<file path="src/hw/rtl/tsh_pkg.sv">
// Package for the transient shaper: widths, fixed-point constants, register
// indexes, payload structs and the controller-to-datapath command struct.
// Depends on nothing.
`timescale 1ns / 1ps
`default_nettype none

package tsh_pkg;

	// Fixed sizes of the fields.
	localparam int SAMPLE_BITS  = 24;
	localparam int CHANNELS_DEF = 2;
	localparam int COEFF_W      = 24;
	localparam int ENV_W        = 32;
	localparam int AMT_W        = 16;
	localparam int GAIN_W       = 16;
	localparam int CFG_IDX_W    = 2;
	localparam int CFG_DATA_W   = 24;

	// Shared multiplier: signed A times signed B.
	localparam int MA_W = 26;
	localparam int MB_W = 33;
	localparam int P_W  = MA_W + MB_W;
	// Intermediate gain width, signed.
	localparam int G_W  = 20;
	// Rounded output sample width before saturation.
	localparam int Y_W  = 33;

	localparam int GAIN_ONE = 8192;
	localparam int GAIN_MIN = 819;
	localparam int GAIN_MAX = 32768;

	localparam logic [COEFF_W:0] COEFF_ONE = (COEFF_W + 1)'(1) << COEFF_W;

	localparam logic [AMT_W-1:0]   ATTACK_RST  = '0;
	localparam logic [AMT_W-1:0]   SUSTAIN_RST = '0;
	localparam logic [COEFF_W-1:0] FAST_RST    = COEFF_W'(16742300);
	localparam logic [COEFF_W-1:0] SLOW_RST    = COEFF_W'(16773721);

	localparam logic signed [P_W-1:0] RND12 = P_W'(1) << 12;
	localparam logic signed [P_W-1:0] RND23 = P_W'(1) << 23;
	localparam logic signed [P_W-1:0] RND30 = P_W'(1) << 30;
	localparam logic signed [P_W-1:0] RND31 = P_W'(1) << 31;

	localparam logic signed [Y_W-1:0] Y_MAX = Y_W'((64'd1 << (SAMPLE_BITS - 1)) - 64'd1);
	localparam logic signed [Y_W-1:0] Y_MIN = -Y_MAX - Y_W'(1);

	typedef enum logic [CFG_IDX_W-1:0] {
		REG_ATTACK  = 2'd0,
		REG_SUSTAIN = 2'd1,
		REG_FAST    = 2'd2,
		REG_SLOW    = 2'd3
	} reg_idx_t;

	typedef enum logic [2:0] {
		MS_FC_ENV,
		MS_FC_MAG,
		MS_SC_ENV,
		MS_SC_MAG,
		MS_SUS,
		MS_ATK,
		MS_OUT
	} mul_sel_t;

	typedef enum logic [1:0] {
		ACC_HOLD,
		ACC_LOAD,
		ACC_ADD
	} acc_op_t;

	typedef struct packed {
		logic                          channel;
		logic signed [SAMPLE_BITS-1:0] sample_in;
	} tsh_in_t;

	typedef struct packed {
		logic signed [SAMPLE_BITS-1:0] sample_out;
		logic [GAIN_W-1:0]             gain_applied;
	} tsh_out_t;

	typedef struct packed {
		logic signed [AMT_W-1:0] attack_amount;
		logic signed [AMT_W-1:0] sustain_amount;
		logic [COEFF_W-1:0]      fast_coeff;
		logic [COEFF_W-1:0]      slow_coeff;
	} tsh_cfg_t;

	typedef struct packed {
		logic     load_in;
		logic     mul_en;
		mul_sel_t mul_sel;
		acc_op_t  acc_op;
		logic     st_fast;
		logic     st_slow;
		logic     gain_init;
		logic     gain_add;
		logic     load_out;
	} tsh_cmd_t;

endpackage

`default_nettype wire

</file>
<file path="src/hw/rtl/tsh_ctrl.sv">
// Sequencer of the transient shaper: steps the datapath through one
// transaction and owns the input ready and output valid flags.
// Depends on tsh_pkg.
`timescale 1ns / 1ps
`default_nettype none

module tsh_ctrl (
	input  wire logic              clk,
	input  wire logic              arst_n,
	input  wire logic              in_valid,
	output logic                   in_ready,
	output logic                   out_valid,
	input  wire logic              out_ready,
	output tsh_pkg::tsh_cmd_t      cmd
);
	import tsh_pkg::*;

	typedef enum logic [3:0] {
		ST_IDLE,
		ST_FAST_ENV,
		ST_FAST_IN,
		ST_SLOW_ENV,
		ST_SLOW_IN,
		ST_ENV_WB,
		ST_SUS_MUL,
		ST_ATK_MUL,
		ST_GAIN_SUM,
		ST_OUT_MUL,
		ST_OUT_WB
	} state_t;

	state_t state_q;
	logic   in_ready_q;
	logic   out_valid_q;

	assign in_ready  = in_ready_q;
	assign out_valid = out_valid_q;

	always_comb begin
		cmd = '0;
		unique case (state_q)
			ST_IDLE: begin
				cmd.load_in = in_valid & in_ready_q;
			end
			ST_FAST_ENV: begin
				cmd.mul_en  = 1'b1;
				cmd.mul_sel = MS_FC_ENV;
			end
			ST_FAST_IN: begin
				cmd.mul_en  = 1'b1;
				cmd.mul_sel = MS_FC_MAG;
				cmd.acc_op  = ACC_LOAD;
			end
			ST_SLOW_ENV: begin
				cmd.mul_en  = 1'b1;
				cmd.mul_sel = MS_SC_ENV;
				cmd.acc_op  = ACC_ADD;
			end
			ST_SLOW_IN: begin
				cmd.mul_en  = 1'b1;
				cmd.mul_sel = MS_SC_MAG;
				cmd.acc_op  = ACC_LOAD;
				cmd.st_fast = 1'b1;
			end
			ST_ENV_WB: begin
				cmd.st_slow = 1'b1;
			end
			ST_SUS_MUL: begin
				cmd.mul_en  = 1'b1;
				cmd.mul_sel = MS_SUS;
			end
			ST_ATK_MUL: begin
				cmd.mul_en    = 1'b1;
				cmd.mul_sel   = MS_ATK;
				cmd.gain_init = 1'b1;
			end
			ST_GAIN_SUM: begin
				cmd.gain_add = 1'b1;
			end
			ST_OUT_MUL: begin
				cmd.mul_en  = 1'b1;
				cmd.mul_sel = MS_OUT;
			end
			ST_OUT_WB: begin
				cmd.load_out = ~out_valid_q | out_ready;
			end
			default: begin
				cmd = '0;
			end
		endcase
	end

	always_ff @(posedge clk or negedge arst_n) begin
		if (!arst_n) begin
			state_q     <= ST_IDLE;
			in_ready_q  <= 1'b1;
			out_valid_q <= 1'b0;
		end else begin
			if (cmd.load_out) begin
				out_valid_q <= 1'b1;
			end else if (out_ready) begin
				out_valid_q <= 1'b0;
			end
			unique case (state_q)
				ST_IDLE: begin
					if (cmd.load_in) begin
						state_q    <= ST_FAST_ENV;
						in_ready_q <= 1'b0;
					end
				end
				ST_FAST_ENV: state_q <= ST_FAST_IN;
				ST_FAST_IN:  state_q <= ST_SLOW_ENV;
				ST_SLOW_ENV: state_q <= ST_SLOW_IN;
				ST_SLOW_IN:  state_q <= ST_ENV_WB;
				ST_ENV_WB:   state_q <= ST_SUS_MUL;
				ST_SUS_MUL:  state_q <= ST_ATK_MUL;
				ST_ATK_MUL:  state_q <= ST_GAIN_SUM;
				ST_GAIN_SUM: state_q <= ST_OUT_MUL;
				ST_OUT_MUL:  state_q <= ST_OUT_WB;
				ST_OUT_WB: begin
					if (cmd.load_out) begin
						state_q    <= ST_IDLE;
						in_ready_q <= 1'b1;
					end
				end
				default: begin
					state_q    <= ST_IDLE;
					in_ready_q <= 1'b1;
				end
			endcase
		end
	end

endmodule

`default_nettype wire

</file>
<file path="src/hw/rtl/tsh_dp.sv">
// Datapath of the transient shaper: per-channel envelope state, one shared
// registered multiplier, accumulator, gain clamp and output register.
// Depends on tsh_pkg.
`timescale 1ns / 1ps
`default_nettype none

module tsh_dp #(
	parameter int CHANNELS = tsh_pkg::CHANNELS_DEF
) (
	input  wire logic              clk,
	input  wire logic              arst_n,
	input  wire tsh_pkg::tsh_cmd_t cmd,
	input  wire tsh_pkg::tsh_cfg_t cfg,
	input  wire tsh_pkg::tsh_in_t  in_data,
	output tsh_pkg::tsh_out_t      out_data
);
	import tsh_pkg::*;

	localparam int CH_W = (CHANNELS > 1) ? $clog2(CHANNELS) : 1;

	logic [ENV_W-1:0] fenv_q [CHANNELS];
	logic [ENV_W-1:0] senv_q [CHANNELS];

	logic [CH_W-1:0]               ch_sel;
	logic [CH_W-1:0]               ch_q;
	logic signed [SAMPLE_BITS-1:0] x_q;
	logic [ENV_W-1:0]              mag_q;
	logic signed [SAMPLE_BITS:0]   x_ext;
	logic signed [SAMPLE_BITS:0]   x_abs;

	logic signed [MA_W-1:0] mul_a;
	logic signed [MB_W-1:0] mul_b;
	logic signed [P_W-1:0]  prod_q;
	logic signed [P_W-1:0]  acc_q;
	logic signed [P_W-1:0]  env_sum;
	logic signed [P_W-1:0]  sus_sum;
	logic signed [P_W-1:0]  atk_sum;
	logic signed [P_W-1:0]  y_sum;

	logic [ENV_W-1:0]       fast_q;
	logic [ENV_W-1:0]       slow_q;
	logic signed [ENV_W:0]  trans;
	logic signed [G_W-1:0]  gain_q;
	logic signed [G_W-1:0]  gain_sum;
	logic signed [Y_W-1:0]  y_round;
	tsh_out_t               out_q;

	localparam logic signed [G_W-1:0] GAIN_ONE_G = G_W'(GAIN_ONE);
	localparam logic signed [G_W-1:0] GAIN_MIN_G = G_W'(GAIN_MIN);
	localparam logic signed [G_W-1:0] GAIN_MAX_G = G_W'(GAIN_MAX);

	// Out-of-range channels fold onto the last one.
	assign ch_sel = (int'(in_data.channel) >= CHANNELS) ? CH_W'(CHANNELS - 1)
	                                                    : CH_W'(in_data.channel);
	assign x_ext  = (SAMPLE_BITS + 1)'(in_data.sample_in);
	assign x_abs  = x_ext[SAMPLE_BITS] ? -x_ext : x_ext;

	// Transient, used by the attack product only when positive.
	assign trans = signed'({1'b0, fast_q}) - signed'({1'b0, slow_q});

	always_comb begin
		mul_a = '0;
		mul_b = '0;
		unique case (cmd.mul_sel)
			MS_FC_ENV: begin
				mul_a = MA_W'({1'b0, cfg.fast_coeff});
				mul_b = MB_W'({1'b0, fenv_q[ch_q]});
			end
			MS_FC_MAG: begin
				mul_a = MA_W'(COEFF_ONE - {1'b0, cfg.fast_coeff});
				mul_b = MB_W'({1'b0, mag_q});
			end
			MS_SC_ENV: begin
				mul_a = MA_W'({1'b0, cfg.slow_coeff});
				mul_b = MB_W'({1'b0, senv_q[ch_q]});
			end
			MS_SC_MAG: begin
				mul_a = MA_W'(COEFF_ONE - {1'b0, cfg.slow_coeff});
				mul_b = MB_W'({1'b0, mag_q});
			end
			MS_SUS: begin
				mul_a = MA_W'(cfg.sustain_amount);
				mul_b = MB_W'({1'b0, slow_q});
			end
			MS_ATK: begin
				mul_a = MA_W'(cfg.attack_amount);
				mul_b = trans[ENV_W] ? '0 : MB_W'(trans);
			end
			MS_OUT: begin
				mul_a = MA_W'(x_q);
				mul_b = MB_W'({1'b0, gain_q[GAIN_W-1:0]});
			end
			default: begin
				mul_a = '0;
				mul_b = '0;
			end
		endcase
	end

	assign env_sum = acc_q + prod_q;
	assign sus_sum = prod_q + RND31;
	assign atk_sum = prod_q + RND30;
	assign y_sum   = prod_q + RND12;
	assign y_round = signed'(y_sum[Y_W+12:13]);

	// Round half up of the two gain terms, then the clamp.
	assign gain_sum = gain_q + signed'(atk_sum[G_W+30:31]);

	always_ff @(posedge clk) begin
		if (cmd.load_in) begin
			ch_q  <= ch_sel;
			x_q   <= in_data.sample_in;
			mag_q <= ENV_W'({x_abs[SAMPLE_BITS-1:0], (ENV_W - SAMPLE_BITS)'(0)});
		end
		if (cmd.mul_en) begin
			prod_q <= mul_a * mul_b;
		end
		unique case (cmd.acc_op)
			ACC_LOAD: acc_q <= prod_q + RND23;
			ACC_ADD:  acc_q <= env_sum;
			ACC_HOLD: acc_q <= acc_q;
			default:  acc_q <= acc_q;
		endcase
		if (cmd.st_fast) begin
			fast_q <= acc_q[ENV_W+23:24];
		end
		if (cmd.st_slow) begin
			slow_q <= env_sum[ENV_W+23:24];
		end
		if (cmd.gain_init) begin
			gain_q <= GAIN_ONE_G + G_W'(signed'(sus_sum[G_W+30:32]));
		end else if (cmd.gain_add) begin
			priority if (gain_sum < GAIN_MIN_G) begin
				gain_q <= GAIN_MIN_G;
			end else if (gain_sum > GAIN_MAX_G) begin
				gain_q <= GAIN_MAX_G;
			end else begin
				gain_q <= gain_sum;
			end
		end
		if (cmd.load_out) begin
			priority if (y_round > Y_MAX) begin
				out_q.sample_out <= SAMPLE_BITS'(Y_MAX);
			end else if (y_round < Y_MIN) begin
				out_q.sample_out <= SAMPLE_BITS'(Y_MIN);
			end else begin
				out_q.sample_out <= SAMPLE_BITS'(y_round);
			end
			out_q.gain_applied <= gain_q[GAIN_W-1:0];
		end
	end

	// Envelope state is written back once both followers have settled.
	always_ff @(posedge clk or negedge arst_n) begin
		if (!arst_n) begin
			for (int i = 0; i < CHANNELS; i++) begin
				fenv_q[i] <= '0;
				senv_q[i] <= '0;
			end
		end else if (cmd.st_slow) begin
			fenv_q[ch_q] <= fast_q;
			senv_q[ch_q] <= env_sum[ENV_W+23:24];
		end
	end

	assign out_data = out_q;

endmodule

`default_nettype wire

</file>
<file path="src/hw/rtl/transient_shaper_unit.sv">
// Transient shaper top level. Each accepted transaction takes seven shared-multiplier
// passes, envelope writeback, gain sum, output load and the idle state that accepts
// the next one; no new input is taken until the current result is loaded, and an
// earlier result still waiting stalls the load.
// Reset (arst_n, asynchronous): envelopes clear to zero, configuration registers take
// their defaults, input ready comes up high and output valid low.
`timescale 1ns / 1ps
`default_nettype none

module transient_shaper_unit #(
	parameter int CHANNELS = tsh_pkg::CHANNELS_DEF
) (
	input  wire logic                          clk,
	input  wire logic                          arst_n,
	input  wire logic                          in_valid,
	output logic                               in_ready,
	input  wire tsh_pkg::tsh_in_t              in_data,
	output logic                               out_valid,
	input  wire logic                          out_ready,
	output tsh_pkg::tsh_out_t                  out_data,
	input  wire logic                          cfg_we,
	input  wire logic [tsh_pkg::CFG_IDX_W-1:0] cfg_index,
	input  wire logic [tsh_pkg::CFG_DATA_W-1:0] cfg_data
);
	import tsh_pkg::*;

	// The register file. Writes are expected only while no transaction is in
	// flight, so the datapath reads these directly without shadowing.
	tsh_cfg_t cfg_q;
	tsh_cmd_t cmd;

	always_ff @(posedge clk or negedge arst_n) begin
		if (!arst_n) begin
			cfg_q.attack_amount  <= ATTACK_RST;
			cfg_q.sustain_amount <= SUSTAIN_RST;
			cfg_q.fast_coeff     <= FAST_RST;
			cfg_q.slow_coeff     <= SLOW_RST;
		end else if (cfg_we) begin
			unique case (cfg_index)
				REG_ATTACK:  cfg_q.attack_amount  <= cfg_data[AMT_W-1:0];
				REG_SUSTAIN: cfg_q.sustain_amount <= cfg_data[AMT_W-1:0];
				REG_FAST:    cfg_q.fast_coeff     <= cfg_data[COEFF_W-1:0];
				REG_SLOW:    cfg_q.slow_coeff     <= cfg_data[COEFF_W-1:0];
				default:     cfg_q                <= cfg_q;
			endcase
		end
	end

	// The controller sequences one transaction at a time; the output register
	// in the datapath lets a finished result wait while the next transaction
	// is accepted and processed.
	tsh_ctrl u_ctrl (
		.clk       (clk),
		.arst_n    (arst_n),
		.in_valid  (in_valid),
		.in_ready  (in_ready),
		.out_valid (out_valid),
		.out_ready (out_ready),
		.cmd       (cmd)
	);

	// The datapath holds the envelopes of every channel and the one shared
	// multiplier used for both followers, the two gain terms and the output.
	tsh_dp #(
		.CHANNELS (CHANNELS)
	) u_dp (
		.clk      (clk),
		.arst_n   (arst_n),
		.cmd      (cmd),
		.cfg      (cfg_q),
		.in_data  (in_data),
		.out_data (out_data)
	);

`ifndef SYNTHESIS
	// A delivered gain always lies inside the clamp window.
	a_gain_range: assert property (@(posedge clk) disable iff (!arst_n)
		out_valid |-> (out_data.gain_applied >= GAIN_W'(GAIN_MIN) &&
		               out_data.gain_applied <= GAIN_W'(GAIN_MAX)))
		else $error("gain outside clamp window");

	// Only one transaction is in flight at a time.
	a_one_in_flight: assert property (@(posedge clk) disable iff (!arst_n)
		(in_valid && in_ready) |=> !in_ready)
		else $error("input accepted while a transaction is in flight");

	// A new result appears only at the end of a transaction.
	a_result_at_end: assert property (@(posedge clk) disable iff (!arst_n)
		$rose(out_valid) |-> !$past(in_ready))
		else $error("result raised while idle");
`endif

endmodule

`default_nettype wire
</file>
<file path="config.mk">
export PLATFORM = sky130hd
export DESIGN_NAME = transient_shaper_unit
export DESIGN_NICKNAME = d
export VERILOG_FILES = /design/src/hw/rtl/tsh_pkg.sv /design/src/hw/rtl/tsh_ctrl.sv /design/src/hw/rtl/tsh_dp.sv /design/src/hw/rtl/transient_shaper_unit.sv
export SDC_FILE = /design/constraint.sdc
export NUM_CORES = 2
export LEC_CHECK = 0
export BUFFER_PORTS_ARGS = -buffer_cell sky130_fd_sc_hd__buf_2
export CAP_MARGIN = 15
export CORE_AREA = 10 10 345 347
export DETAILED_ROUTE_END_ITERATION = 16
export DIE_AREA = 0 0 355 357
export GPL_TIMING_DRIVEN = 0
export PLACE_DENSITY = 0.66
export SLEW_MARGIN = 20
export SYNTH_ARGS = -nofsm -noshare
export SYNTH_HDL_FRONTEND = slang
export SYNTH_SLANG_ARGS = --single-unit
</file>
<file path="constraint.sdc">
create_clock -name clk -period 13.7 [get_ports clk]
set_input_delay 1.37 -clock clk [delete_from_list [all_inputs] [get_ports clk]]
set_output_delay 1.37 -clock clk [all_outputs]
set_load 0.02 [all_outputs]
</file>
* Yosys cells after proc, flatten, opt, wreduce, memory -nomap -nowiden
Cells that the tools add are included.
Storage, ports and cells: register bits 505, input bits 56
Cells by class: add/sub/neg operators 11, $mul 1, order comparisons 6, equal/unequal tests 23, multiplexer cells 36, bitwise gates (word level) 5, reductions and logical operators 16
Operator list (number):
- $mux W32 | 8
- $pmux W32 S6 | 1
- $pmux W26 S7 | 1
- $bwmux W64 | 2
- $pmux W59 S2 | 1
- $mux W20 | 4
- $add A59 B25 Y59 const B | 1
- $add A59 B59 Y59 | 1
- $mul A26 B33 Y59 | 1
- $sub A25 B24 Y26 const A | 2
- $add A51 B32 Y51 const B | 1
- $add A51 B33 Y51 const B | 1
- $add A46 B14 Y46 const B | 1
- $pmux W4 S11 | 1
- $gt A33 B24 Y1 const B | 1
- $lt A33 B24 Y1 const B | 1
- $sub A32 B32 Y33 | 1
- $demux W32 S1 | 1
- $pmux W4 S7 | 1
- $mux W24 | 1
- $neg A24 Y24 | 1
- $mux W23 | 1
- $add A15 B19 Y20 const A | 1
- $add A20 B20 Y20 | 1
- 31 further kinds | 62

* Logic depth before layout (Yosys ltp)
depth after elaboration 7, mapped depth 43, mapped depth without buffers 39

* Modules after synthesis
Synthesis repeated with hierarchy kept, for this count alone.
Second synthesis, totals: cell total of the unflattened synthesis 5783, area total of the unflattened synthesis 55353.1 µm²
By module, submodules not included:
- tsh_dp | instances 1, cells each 5561, area each 51844.7 µm², sequential area each 11731.3 µm²
- transient_shaper_unit | instances 1, cells each 170, area each 3055.4 µm², sequential area each 2045.7 µm²
- tsh_ctrl | instances 1, cells each 52, area each 452.9 µm², sequential area each 151.4 µm²

* Worst setup path after synthesis
No wires, ideal clock.
kind flip-flop to flip-flop, from register u_ctrl.state_q[3], to register u_dp.prod_q[55], data pin, arrival time 10003 ps, setup slack 3429 ps, stages on the path, launching flop included 39, clock period less this slack 10271 ps, cell sequence dfrtp_1 or4b_1 buf_4 clkinv_2 buf_6 buf_6 buf_4 buf_2 mux2i_1 ha_1 o211ai_2 nor2b_2 nand2_1 xnor2_1 a221oi_1 clkbuf_1 nor2_1 fa_1 [... 3 more ...] fa_1 fa_1 fa_1 fa_1 inv_1 fa_1 inv_1 ha_1 nand3_1 nor2_1 nand4_1 or3_1 o21ai_0 o211ai_1 a32oi_1 nand3_1 a32oi_1 xnor3_1
On the way: word-level cells in the longest chain between the ends 6, elaborated cells between the ends (all ways) 19, those cells by class mul: 1; eq/ne: 13; mux: 3; reduce/logical: 2
RTL lines:
- start, declared | RTL line tsh_ctrl.sv:32 | state_t state_q;
- start signal, assigned | RTL line tsh_ctrl.sv:95 | state_q <= ST_IDLE;
- start signal, assigned | RTL line tsh_ctrl.sv:107 | state_q <= ST_FAST_ENV;
- start signal, assigned | RTL line tsh_ctrl.sv:111 | ST_FAST_ENV: state_q <= ST_FAST_IN;
- $eq A4 B4 Y1, or another cell as far along | RTL line tsh_ctrl.sv:41 | unique case (state_q)
- $pmux W4 S7 (*) | RTL line tsh_ctrl.sv:41
- $eq A3 B1 Y1 or $eq A3 B2 Y1 (tied branches) | RTL line tsh_dp.sv:64 | unique case (cmd.mul_sel)
- $reduce_or A2 Y1 (no source line)
- $pmux W32 S6 | RTL line tsh_dp.sv:64
- $mul A26 B33 Y59 (*) | RTL line tsh_dp.sv:116 | prod_q <= mul_a * mul_b;
- end signal, assigned | RTL line tsh_dp.sv:116
- end, declared | RTL line tsh_dp.sv:33 | logic signed [P_W-1:0] prod_q;
Every way passes the cells marked *; elsewhere a longest branch is shown, timed or not. A chain may end at the register's enable or synchronous reset.

* Worst setup path in the final report
from register u_ctrl.state_q[1], to register u_dp.prod_q[55], data pin
The elaborated chain is that of the path after synthesis.

==> flow_summary_export.csv <==
group,metric,value,unit
outcome,status,"complete, but fails checks",
outcome,violations,"negative setup slack",
clock_network,cts_tree,"done",
setup_path,crit_path_end_kind,"flop",
detailed_routing,vias_per_cell,6.02,
timing,finalWorstSetupSlack,-2.25,ps
final_layout,nFillCells,10407,
clock_network,htree_levels,2,
detailed_routing,drtAntennaViolNets,0,
timing,clock.fmax,0.0730,GHz
timing,rsz0062_at_grt,"false",
timing,slew_headroom,13.5,%
placed_design,hpwl,172000,µm
clock_network,post_cts_buffers,0,
floorplanning,ios,98,
final_layout,finish.utilization,54.1,%
setup_path,crit_buf_inv,11,
logic_synthesis,synth_area,55700,µm²
final_layout,final_cell_mix,"inv_1 (934), nand2_1 (920), fa_1 (721)",
final_layout,nets,7189,
grt,grt_max_degree,94,
logic_synthesis,synth-edff-count,284,
setup_path,required,14010,ps
clock_network,cts_root_buffer,"clkbuf_16",
floorplanning,die_y,357,µm
final_layout,drive_gt1_share,9.15,%
floorplanning,die_w,355,µm
setup_path,critPathSlowestCell,"o2111ai_1",
detailed_routing,finalWirelength,213000,µm
setup_path,cp_top_family,"adder cells",
clock_network,hold_buffers,0,
logic_synthesis,synthDistinctLibCells,95,
floorplanning,start_util,49.7,%
detailed_routing,drt_pass1_iterations,7,
timing,slew_viol_final,0,
timing,fin_crit,13700,ps
detailed_routing,drtIter0Drc,5325,
final_layout,syn2layout_area_growth,8.75,%
timing,fin_tns_setup,-2.25,ps
flow_run,maxCapViolCount,0,
placed_design,dp_cells,7530,
final_layout,stdcell_count,7635,
clock_network,max-clock-path-buffers,3,
setup_path,crit_type,"flop to flop",
detailed_routing,wl_per_cell,27.9,µm
setup_path,path_max_fanout,10,
worst_hold_path,min_path_type,"flop to flop",
logic_synthesis,syn_area_per_cell,9.43,µm²
timing,finalSetupViolCount,1,
timing,final.period_utilization,100,%
placed_design,portBuffers,97,
detailed_routing,drc,0,
setup_path,crit_arrival,14020,ps
logic_synthesis,ys_seq_area_share,25.0,%
logic_synthesis,ys_ff_latch,498,
grt,grt_pass1_vias,45427,
logic_synthesis,synth_warnings,0,
setup_path,startpoint_type,"flop",
setup_path,cpMostUsedCell,"fa_1",
grt,grt-ovfl-total,0,
grt,grt_usage,33.2,%
logic_synthesis,synth_fp_nets,7007,
clock_network,clkTransAtPathRegs,70,ps
clock_network,insertion_delay,670,ps
setup_path,crit_path_max_incr_delay,990,ps
timing,fin_skew,51.2,ps
timing,hold_violations,0,
timing,worst_pin_slew,1300,ps
floorplanning,num_rows,123,
logic_synthesis,async_flop_share,43.0,%
clock_network,cts_made_buffers,55,
grt,antenna_found_initial,10,
logic_synthesis,syn_inst,5905,
clock_network,clock_sinks,498,
grt,grt_pass1_wl,309000,µm
floorplanning,dieArea,127000,µm²
logic_synthesis,synth_ff_type,"edfxtp_1",
floorplanning,core_region_area,112000,µm²
detailed_routing,vias,45944,
final_layout,final_common_cell,"inv_1",
placed_design,place.gp.congestion,1.03,
==> final timing paths <==
path	start	depth (start not counted)	slack (ps)	end
min in group asynchronous	arst_n	1	590	u_dp.senv_q[45]$_DFFE_PN0P_
setup / recovery	u_ctrl.state_q[1]$_DFFE_PN0P_	30	-2	u_dp.prod_q[55]$_DFFE_PN_
hold reg to reg	u_dp.acc_q[42]$_DFFE_PP_	0	460	u_dp.fast_q[18]$_DFFE_PP_
setup reg to reg	u_ctrl.state_q[1]$_DFFE_PN0P_	30	-2	u_dp.prod_q[55]$_DFFE_PN_
max in group asynchronous	arst_n	2	12230	cfg_q[16]$_DFFE_PN1P_
hold / removal	u_dp.acc_q[42]$_DFFE_PP_	0	460	u_dp.fast_q[18]$_DFFE_PP_
==> routing by layer <==
| layer | part of all wire, % | wire (µm) | vias up | GRT usage [%] |
|---|---|---|---|---|
| met5 | 0.040 | 86 | - | 0 |
| li1 | - | - | 19611 | - |
| met2 | 44 | 92900 | 2637 | 50.3 |
| met4 | 6.9 | 14700 | 10 | 18.3 |
| met1 | 38 | 81800 | 23099 | 43.3 |
| met3 | 11 | 23400 | 587 | 8.48 |
==> final cells by class <==
class	count	area [µm²]	area share [%]
Multi-Input combinational cell	4188	37300	61.6
Sequential cell	498	13900	23.0
Inverter	938	3530	5.82
Tap cell	1500	1880	3.10
Clock buffer	75	1550	2.57
Buffer	281	1220	2.02
Timing Repair Buffer	125	908	1.50
Clock inverter	27	225	0.372
Antenna cell	3	7.51	0.0124
==> metrics by stage <==
stage | hold slack [ps] | area (µm²) | setup WS (ps)
4_1_cts | 463 | 60500 | 89.6
3_3_place_gp | 453 | 58100 | -604
2_1_floorplan | 431 | 55700 | 3430
6_report | 459 | 60600 | -2.25
5_1_grt | 483 | 60600 | 2.67
3_5_place_dp | 459 | 58700 | 150
==> timing repair <==
| item | CTS | global route |
|---|---|---|
| resized for setup | 2 | 11 |
| gates cloned | 0 | 0 |
| endpoints found under the setup margin | 1 | 6 |
==> logic make-up after synthesis <==
family	count (synthesis)	share of synthesized area, %
simple gates	1793	14.1
xor+xnor	275	4.35
compound gates	867	10.8
flops	498	25.0
mux	207	4.03
buf+inv	1219	8.49
fa+ha+maj	1046	33.2
==> cell usage after synthesis, drive strengths merged, types with 7 or more instances <==
library cell | count | area [µm²]
o21ai | 223 | 1130
dfrtp | 178 | 4450
nand2 | 921 | 3460
and3 | 27 | 169
nand4 | 34 | 213
inv | 935 | 3510
edfxtp | 284 | 8530
nor3b | 9 | 67.6
o22ai | 16 | 100
o21a | 31 | 233
mux2 | 139 | 1570
a221oi | 42 | 531
o211ai | 19 | 148
or2 | 11 | 68.8
a222oi | 11 | 110
clkbuf | 189 | 711
ha | 325 | 4070
a21o | 70 | 526
a31oi | 22 | 138
nor2 | 408 | 1550
nand3 | 70 | 350
and4 | 9 | 78.8
o31ai | 25 | 188
a211oi | 20 | 150
nor4 | 16 | 100
fa | 721 | 14400
a221o | 40 | 400
o2111ai | 16 | 146
nand2b | 45 | 282
nor2b | 48 | 310
dfstp | 36 | 946
xor2 | 113 | 990
o41ai | 8 | 70.1
nor3 | 61 | 315
mux2i | 68 | 681
nand3b | 7 | 56.3
buf | 92 | 497
and2 | 91 | 569
a22oi | 44 | 330
or3 | 21 | 131
xnor2 | 161 | 1410
a211o | 14 | 123
a21oi | 171 | 867
o21bai | 30 | 225
==> worst register-to-register path: cells and delay by family, from the launching register on <==
family,cells,cell delay [ps]
fa+ha+maj,8,4140
simple gates,5,2110
compound gates,4,2420
xor+xnor,2,780
flops,1,340
buf+inv,11,3600
==> flip-flops by register name, indices dropped and copies added (netlist names) <==
| register | cells |
|---|---|
| u_ctrl.in_ready | 1 |
| u_dp.fenv_q | 64 |
| u_dp.fast_q | 32 |
| u_dp.slow_q | 32 |
| u_dp.out_data | 40 |
| u_dp.senv_q | 64 |
| u_dp.acc_q | 56 |
| u_dp.gain_q | 20 |
| u_dp.mag_q | 23 |
| cfg_q | 80 |
| u_dp.ch_q | 1 |
| u_dp.prod_q | 56 |
| u_ctrl.state_q | 4 |
| u_ctrl.out_valid | 1 |
| u_dp.x_q | 24 |
Power is not shown: default switching activity piles up to over one toggle a cycle in this logic, so the estimate is an artifact.
